==> config.mk <==
export PLATFORM = sky130hd
export DESIGN_NAME = bsmg_ctrl
export DESIGN_NICKNAME = d
export VERILOG_FILES = /design/src/rtl/core/bsmg_pkg.sv /design/src/rtl/core/bsmg_ctrl.sv
export SDC_FILE = /design/constraint.sdc
export NUM_CORES = 1
export LEC_CHECK = 0
export ABC_AREA = 1
export BUFFER_PORTS_ARGS = -buffer_cell sky130_fd_sc_hd__buf_2
export CAP_MARGIN = 20
export CORE_AREA = 3 3 40 42
export CTS_BUF_LIST = sky130_fd_sc_hd__clkbuf_16
export DETAILED_ROUTE_END_ITERATION = 10
export DIE_AREA = 0 0 43 45
export GPL_TIMING_DRIVEN = 0
export HOLD_SLACK_MARGIN = 0.02
export PLACE_DENSITY = 0.74
export SYNTH_ARGS = -nofsm -noshare
export SYNTH_HDL_FRONTEND = slang
export SYNTH_SLANG_ARGS = --single-unit
==> constraint.sdc <==
create_clock -name clk_i -period 1.68 [get_ports clk_i]
set_input_delay 0.336 -clock clk_i [delete_from_list [all_inputs] [get_ports clk_i]]
set_output_delay 0.336 -clock clk_i [all_outputs]
set_load 0.02 [all_outputs]
==> src/rtl/core/bsmg_pkg.sv <==
// Shared types and constants of the bounded set min/max gap unit.
// Used by the controller, the datapath, the top level and the checker.
// No dependencies.
package bsmg_pkg;

  localparam int DATA_W = 32;
  localparam int CNT_W  = 11;
  localparam int MODE_W = 2;
  localparam int STAT_W = 2;

  localparam logic [CNT_W-1:0]  RESET_CAPACITY = 11'd10;
  localparam logic [DATA_W-1:0] SIGN_BIAS      = 32'h8000_0000;

  localparam logic [MODE_W-1:0] MODE_ADD   = 2'd0;
  localparam logic [MODE_W-1:0] MODE_RANGE = 2'd1;
  localparam logic [MODE_W-1:0] MODE_QUERY = 2'd2;

  localparam logic [STAT_W-1:0] ST_OK       = 2'd0;
  localparam logic [STAT_W-1:0] ST_OVERFLOW = 2'd1;
  localparam logic [STAT_W-1:0] ST_TOO_FEW  = 2'd2;

  // controller -> datapath
  typedef struct packed {
    logic              add_wr;     // write the input value at the fill point
    logic              rng_load;   // latch range start and end
    logic              rng_wr;     // write current range value, advance
    logic              q_init;     // start a query pass
    logic              rd_i;       // read outer element, reload inner index
    logic              ld_ai;      // latch outer element from read data
    logic              rd_j;       // read inner element, advance
    logic              inc_i;      // next outer element
    logic              set_res;    // record result status
    logic [STAT_W-1:0] res_status;
    logic              res_span;   // spans are valid for this result
    logic              out_load;   // move result into output register
  } dp_cmd_t;

  // datapath -> controller
  typedef struct packed {
    logic room;
    logic rng_empty;
    logic too_few;
    logic rng_last;
    logic i_last;
    logic j_last;
    logic out_free;
  } dp_sts_t;

endpackage

==> src/rtl/core/bsmg_ctrl.sv <==
// Sequencer of the bounded set min/max gap unit: item decode, range fill
// and the pairwise query scan. Depends on bsmg_pkg.
module bsmg_ctrl (
  input  logic                     clk_i,
  input  logic                     rst_ni,
  input  logic                     in_valid_i,
  output logic                     in_ready_o,
  input  logic [bsmg_pkg::MODE_W-1:0] mode_i,
  input  bsmg_pkg::dp_sts_t        sts_i,
  output bsmg_pkg::dp_cmd_t        cmd_o
);

  localparam logic [2:0] S_IDLE  = 3'd0;
  localparam logic [2:0] S_RNG   = 3'd1;
  localparam logic [2:0] S_QRDI  = 3'd2;
  localparam logic [2:0] S_QLDI  = 3'd3;
  localparam logic [2:0] S_QSCAN = 3'd4;
  localparam logic [2:0] S_DR1   = 3'd5;
  localparam logic [2:0] S_DR2   = 3'd6;
  localparam logic [2:0] S_FIN   = 3'd7;

  logic [2:0] state_q, state_d;

  assign in_ready_o = (state_q == S_IDLE);

  always_comb begin
    state_d = state_q;
    cmd_o   = '0;
    case (state_q)
      S_IDLE: begin
        if (in_valid_i) begin
          case (mode_i)
            bsmg_pkg::MODE_ADD: begin
              cmd_o.add_wr     = sts_i.room;
              cmd_o.set_res    = 1'b1;
              cmd_o.res_status = sts_i.room ? bsmg_pkg::ST_OK : bsmg_pkg::ST_OVERFLOW;
              state_d          = S_FIN;
            end
            bsmg_pkg::MODE_RANGE: begin
              if (sts_i.rng_empty) begin
                cmd_o.set_res    = 1'b1;
                cmd_o.res_status = bsmg_pkg::ST_OK;
                state_d          = S_FIN;
              end else begin
                cmd_o.rng_load = 1'b1;
                state_d        = S_RNG;
              end
            end
            bsmg_pkg::MODE_QUERY: begin
              if (sts_i.too_few) begin
                cmd_o.set_res    = 1'b1;
                cmd_o.res_status = bsmg_pkg::ST_TOO_FEW;
                state_d          = S_FIN;
              end else begin
                cmd_o.q_init = 1'b1;
                state_d      = S_QRDI;
              end
            end
            default: begin
              cmd_o.set_res    = 1'b1;
              cmd_o.res_status = bsmg_pkg::ST_OK;
              state_d          = S_FIN;
            end
          endcase
        end
      end
      S_RNG: begin
        if (!sts_i.room) begin
          cmd_o.set_res    = 1'b1;
          cmd_o.res_status = bsmg_pkg::ST_OVERFLOW;
          state_d          = S_FIN;
        end else begin
          cmd_o.rng_wr = 1'b1;
          if (sts_i.rng_last) begin
            cmd_o.set_res    = 1'b1;
            cmd_o.res_status = bsmg_pkg::ST_OK;
            state_d          = S_FIN;
          end
        end
      end
      S_QRDI: begin
        cmd_o.rd_i = 1'b1;
        state_d    = S_QLDI;
      end
      S_QLDI, S_QSCAN: begin
        cmd_o.ld_ai = (state_q == S_QLDI);
        cmd_o.rd_j  = 1'b1;
        if (sts_i.j_last) begin
          if (sts_i.i_last) begin
            state_d = S_DR1;
          end else begin
            cmd_o.inc_i = 1'b1;
            state_d     = S_QRDI;
          end
        end else begin
          state_d = S_QSCAN;
        end
      end
      // last read data, then last gap, still in flight
      S_DR1: begin
        state_d = S_DR2;
      end
      S_DR2: begin
        cmd_o.set_res    = 1'b1;
        cmd_o.res_status = bsmg_pkg::ST_OK;
        cmd_o.res_span   = 1'b1;
        state_d          = S_FIN;
      end
      S_FIN: begin
        if (sts_i.out_free) begin
          cmd_o.out_load = 1'b1;
          state_d        = S_IDLE;
        end
      end
      default: begin
        state_d = S_IDLE;
      end
    endcase
  end

  always_ff @(posedge clk_i or negedge rst_ni) begin
    if (!rst_ni) begin
      state_q <= S_IDLE;
    end else begin
      state_q <= state_d;
    end
  end

endmodule

After elaboration in Yosys (flattened, before gate mapping)
Index checks and enable logic that the tools add are counted.
{ "word_totals": {"reg_bits": 3, "latchBits": 0, "mem_bits_rw": 0, "romBits": 0, "inputBits": 12, "out_inout_bits": 14, "wordCells": 53, "memories": 0} }
{ "classes": {"add_sub_neg": 0, "mul": 0, "n_div": 0, "magnitude_cmp": 0, "eq_ne": 12, "shifts": 0, "mux": 36, "bitwise": 0, "n_reduce_logical": 4} }
{ "ops": {"columns": ["op", "count"], "rows": [
  ["3-bit two-way mux", 14],
  ["3-bit one-hot mux with 7 select lines", 1],
  ["3-bit one-hot mux with 3 select lines", 2],
  ["1-bit two-way mux", 16],
  ["3-bit equality test, second input constant", 4],
  ["3-bit by 2-bit equality test with 1-bit output, second input constant", 2],
  ["3-bit one-hot mux with 2 select lines", 1],
  ["2-bit two-way mux", 2],
  ["2-bit != test, second input constant", 2],
  ["3-bit by 1-bit equality test with 1-bit output, second input constant", 1],
  ["3-bit zero test", 1],
  ["3-bit != test, second input constant", 1],
  ["3-bit AND reduction", 1],
  ["2-bit by 1-bit equality test with 1-bit output, second input constant", 1],
  ["2-bit equality test, second input constant", 1],
  ["2-bit zero test", 1],
  ["2-bit OR reduction", 1]
]} }

Longest topological paths before layout
Gate-level depths: netlist (run 1).
{ "logic_depth": {"word_depth": 4, "mapped_depth": 8, "depth_no_buf": 8} }

Worst setup path before layout (run 1)
OpenSTA, ideal clock, no wires.
{ "synth_path": {"path_kind": "reg-to-output", "start": "reg state_q[0]", "end": "out cmd_o[12] (netlist name)", "arrival_ns": 1.475, "required_time_ns": 1.344, "slack_ns": -0.131, "stages_incl_launch_ff": 5, "n_path_buf": 1, "path_cell_list": "dfrtp_1 > buf_6 > nor3_4 > nand2_4 > nor3_1"} }
{ "synth_rtl": {"columns": ["element", "line_no", "source"], "rows": [
  ["from (decl)", "bsmg_ctrl.sv:22", "logic [2:0] state_q, state_d;"],
  ["from (signal assigned)", "bsmg_ctrl.sv:125", "state_q <= state_d;"],
  ["to (decl)", "bsmg_ctrl.sv:10", "output bsmg_pkg::dp_cmd_t cmd_o"]
]} }

==> results of run 1 <==
## worst register-to-register path, cell delays in order, from the launching register on
cell and delay (ps):
dfrtp_2 450, nor3_4 270, buf_4 190, nand3_1 80, nand3_1 100, nand2_1 50
## worst min path at each step
| stage | startpoint | to | slack (ps) | depth (start not counted) |
|---|---|---|---|---|
| after global placement | rst_ni | state_q[0] | 130 | 1 |
| final | rst_ni | state_q[1] | 440 | 2 |
| after detailed placement | rst_ni | state_q[2] | 130 | 1 |
| after global routing | rst_ni | state_q[1] | 460 | 2 |
| after CTS | rst_ni | state_q[1] | 440 | 2 |
| after floorplan | rst_ni | state_q[0] | 40 | 0 |
## through the flow
step / setup WS [ps] / TNS, ps / util [%] / power (mW) / area [um^2]
3_3_place_gp: 66.6 / 0 / 50.6 / 0.917 / 651
2_1_floorplan: -117 / -352 / - / 0.737 / 507
6_report: -44.7 / -76.9 / 65.9 / 1.52 / 847
4_1_cts: -53.6 / -261 / 61.9 / 1.42 / 796
5_1_grt: -99.3 / -360 / 65.9 / 1.63 / 847
3_5_place_dp: 53.3 / 0 / 50.6 / 0.923 / 651
## power groups by stage
stage	logic, mW	clock network (mW)	registers [mW]
final	0.925	0.382	0.211
after global routing	1.02	0.388	0.216
after CTS	0.859	0.381	0.183
after detailed placement	0.741	0	0.182
after global placement	0.736	0	0.181
after floorplan	0.564	0	0.172
## logic make-up (layout without fill, tap and decap cells)
logic type	Yosys count	after routing	share of synthesized area, %
buffers and inverters	21	56	17.2
adder cells (fa/ha/maj)	4	4	9.95
flip-flops	3	3	14.9
AO/OA/AOI/OAI	2	2	1.99
AND/OR/NAND/NOR	57	57	56.0
## layout by cell type (no fill, tap or decap)
cell type	count
nand3_2	1
ha_1	4
nand2_2	3
a21oi_2	1
nor3_2	3
nor4_2	1
buf_2	16
clkbuf_16	3
nor2_1	12
buf_6	3
nand2_4	1
o21ai_1	1
buf_4	12
inv_2	3
nand2_1	19
nor3b_2	1
dlygate4sd3_1	1
nor2_4	1
nand4_1	1
nor3_4	1
inv_1	18
dfrtp_2	3
nor3_1	1
nand3b_1	1
nor2_2	4
nand3_1	7
## area by class of cell
cell class | instances | area [um^2]
Inverter | 20 | 75.1
Fill cell | 114 | 438
Sequential cell | 3 | 78.8
Clock inverter | 1 | 3.75
Tap cell | 15 | 18.8
Multi-Input combinational cell | 63 | 382
Timing Repair Buffer | 32 | 214
Clock buffer | 3 | 75.1
## per-layer routing
metal | track usage, % | vias to the layer above | wire (um)
li1 | - | 335 | -
met5 | 0 | - | 0
met2 | 25.7 | 25 | 793
met1 | 15.0 | 276 | 515
met4 | 9.64 | 0 | 47
met3 | 3.19 | 6 | 85
## timing repair
action                                 4_1_cts  5_1_grt
pin swaps                                    3        5
setup endpoints to repair                    6       11
hold buffers                                 1        0
resized for setup                           10       15
setup buffers                                4        3
endpoints found under the hold margin        3        0
==> results.txt, run 1 <==
max-cap violations - 0
Worst Path Buf+Inv - 1
Finished Layout Cells - 137
P_int - 820 uW
largest net degree at the start of global routing - 8
CTS tree - done
clk sink count - 3
Setup CP Type - reg2out
Initial Util - 39.1%
global-route wire length before repair - 2110 um
gp weighted congestion - 0.803
Final Hold Viols - 0
max_slew headroom - 83.5%
vias in the first global route - 554
Vias/cell - 4.69
reg2reg end - state_q[0]
Switch Pwr - 697 uW
post-synthesis sequential element count - 3
Detailed Route Iter0 Violations - 10
R2R Setup Slk - 430 ps
CTS root buffer - clkbuf_16
ys async rst share - 100%
status - finished with violations
switch share - 46.0%
Reg clk slew, reported paths - 30 ps
core area - 1280 um^2
slowest CP cell - dfrtp_2
die span in y - 45 um
family with the most delay on the worst path - simple AND/OR/NAND/NOR gates
area delta synth->final - 68.4%
CTS Buf Count - 3
HPWL after DPL - 978 um
crit path launch - state_q[2]
VDD IR-drop max - 0.000919 V
# placed instances - 127
CP peak stage delay - 450 ps
failing checks - setup timing
CP Capture Type - primary output
Data required, critical path - 1340 ps
Hold WC Path Type - in2async
Power per Cell Area - 1790 nW/um^2
WP depth - 4
Comb pwr share - 61.0%
router iterations before antenna repair - 4
via count - 642
skew final - 4.76 ps
Regs by FF count - state_q x3
post-synth top area share - 14.9%
H-tree depth - 1
Most flops, register - state_q
Antenna diodes - 0
Synth Flop Type - dfrtp_1
Final Routed Wirelength - 1440 um
Slew Viols, Final - 0
Clk pwr share - 25.2%
leakage - 0.509 nW
unrepaired setup endpoints after global routing - yes
actual slew at the worst max-slew pin - 246 ps
worst r2r src - state_q[2]
Synth cell types - 19
sequential share of power - 13.9%
global route overflow - 0
syn avg cell area - 5.78 um^2
# IOs - 26
die width - 43 um
fmax - 0.580 GHz
R2R cell count - 5
crit path launch type - flop
antenna violations before repair - 0
final critical-path required period - 1720 ps
period utilization - 103%
end of the critical path - cmd_o[11]
GRT Util Overall - 14.3%
fraction of layout cells with a size suffix above 1 - 46.7%
row count - 13
Worst Hold Slack - 437 ps
clk buf depth - 2
synth warn - 0
WL/cell - 10.5 um
crit path DAT - 1390 ps
Buffers on Ports - 25
cell accounting for the most synthesized area - dfrtp_1
commonest cells in the netlist - inv_1 (19), nand2_1 (19), nor2_1 (14)
DIE AREA - 1940 um^2
DRC violations left - 0
Crit Path Max Fanout - 5
Syn Std Cell Area - 503 um^2
cells after synthesis - 87
worst setup margin - -44.7 ps
Largest register FFs - 3
final setup vio count - 3
synth top area cells - dfrtp_1 (15%), inv_1 (14%), nand2_1 (14%)
Critical Path, Cell by Cell - nor3_4 > nand2_4 > nor3b_2 > buf_4
sequential area share after synthesis - 14.9%
Clk Latency, worst-skew pair - 230 ps
fin nets - 139
number of synthesized flops with an enable pin - 0
Net Count, Synth - 103
Final ANT Viol Nets - 0
Note: power is estimated with default switching activity, not from simulation.
==> run 2: changes to the inputs <==
Settings changed: CTS_CLUSTER_DIAMETER set to 50, SETUP_SLACK_MARGIN set to 0.2.
==> results.txt, run 2 (synthesis results as in run 1) <==
status - finished with violations
failing checks - setup timing
Final Routed Wirelength - 1850 um
Vias/cell - 4.80
R2R Setup Slk - 150 ps
commonest non-fill, non-tap cell in the layout - nand2_1
WP depth - 4
DRC violations left - 0
Regs by FF count - state_q x3
Largest register FFs - 3
leakage - 0.591 nW
area delta synth->final - 114%
clk sink count - 3
GRT Util Overall - 16.7%
R2R cell count - 8
CTS root buffer - clkbuf_16
H-tree depth - 1
Worst Path Buf+Inv - 1
Buffers on Ports - 25
slowest CP cell - dfrtp_2
Final Hold Viols - 0
unrepaired setup endpoints after global routing - yes
max_slew headroom - 81.8%
via count - 686
global route overflow - 0
router iterations before antenna repair - 4
worst r2r src - state_q[2]
Setup CP Type - reg2out
max-cap violations - 0
clk buf depth - 2
# IOs - 26
HPWL after DPL - 989 um
fin nets - 145
period utilization - 105%
die span in y - 45 um
antenna violations before repair - 0
CP Capture Type - primary output
crit path DAT - 1440 ps
crit path launch - state_q[2]
Clk Latency, worst-skew pair - 230 ps
DIE AREA - 1940 um^2
Antenna diodes - 0
Hold WC Path Type - in2async
fraction of layout cells with a size suffix above 1 - 61.7%
vias in the first global route - 603
Most flops, register - state_q
Finished Layout Cells - 143
family with the most delay on the worst path - simple AND/OR/NAND/NOR gates
Reg clk slew, reported paths - 30 ps
Final ANT Viol Nets - 0
crit path launch type - flop
reg2reg end - state_q[0]
end of the critical path - cmd_o[11]
Power per Cell Area - 1900 nW/um^2
gp weighted congestion - 0.756
skew final - 2.21 ps
Critical Path, Cell by Cell - nor3_4 > nand2_4 > nor3b_4 > buf_6
global-route wire length before repair - 2430 um
fmax - 0.565 GHz
final setup TNS - -300 ps
Initial Util - 39.1%
actual slew at the worst max-slew pin - 272 ps
die width - 43 um
WL/cell - 13.0 um
worst setup margin - -91.3 ps
largest net degree at the start of global routing - 8
highest-count cells in the layout ignoring fill and taps - nand2_1 (16), buf_6 (15), inv_1 (15)
CTS tree - done
Data required, critical path - 1340 ps
Slew Viols, Final - 0
CTS Buf Count - 3
core area - 1280 um^2
row count - 13
final setup vio count - 7
# placed instances - 127
Detailed Route Iter0 Violations - 6
Crit Path Max Fanout - 5
CP peak stage delay - 430 ps
VDD IR-drop max - 0.000882 V
final critical-path required period - 1770 ps
run 2: changes by cell type in the layout (fill, tap and decap cells not counted), moves of 4 or more:
cell     delta
nor2_1      -4
buf_6      +12
nand3_2     +4
nand3_1     -5
buf_2       -5
run 2: metrics by stage:
step	power (mW)	util, %	worst slack (ps)	hold slack [ps]	cell area (um^2)
3_5_place_dp	0.964	54.3	-14.4	131	698
5_1_grt	2.17	83.7	-154	459	1080
3_3_place_gp	0.959	54.3	15.0	129	698
2_1_floorplan	0.778	-	18.1	40.4	554
6_report	2.04	83.7	-91.3	438	1080
4_1_cts	1.59	70.2	-121	434	902
run 2: final cells by class:
class | count | area [um^2]
plain buffers | 1 | 11.3
clock buffers | 3 | 75.1
clock inverters | 1 | 3.75
fillers | 76 | 209
inverters | 20 | 82.6
multi-input cells | 63 | 494
flip-flops and latches | 3 | 77.6
well taps | 15 | 18.8
repair buffers | 37 | 313
run 2: where the power goes:
part	switching, mW	internal (mW)	leakage [nW]
clock	0.0702	0.307	0.0423
combinational	0.831	0.668	0.516
sequential	0.0480	0.120	0.0335
run 2: metal layers:
layer,vias to the layer above,track usage [%],part of all wire (%),routed length (um)
li1,347,-,-,-
met1,317,17.7,35,642
met2,20,31.1,60,1110
met3,2,3.19,4.6,86
met4,0,9.04,0.54,10
met5,-,0,0,0
run 2: repair_timing:
action | 4_1_cts | 5_1_grt
setup endpoints to repair | 13 | 17
hold endpoints to repair | 3 | 0
pin swaps | 7 | 11
buffers inserted | 5 | 6
resized for setup | 27 | 35
gates cloned | 0 | 0
hold buffers | 1 | 0
run 2: how the worst min path moves through the flow:
stage | cells past startpoint | from | to | slack [ps]
floorplan | 0 | rst_ni | state_q[0] | 40
global placement | 1 | rst_ni | state_q[0] | 130
detailed placement | 1 | rst_ni | state_q[0] | 130
CTS | 2 | rst_ni | state_q[0] | 430
global route | 2 | rst_ni | state_q[0] | 460
finish | 2 | rst_ni | state_q[0] | 440
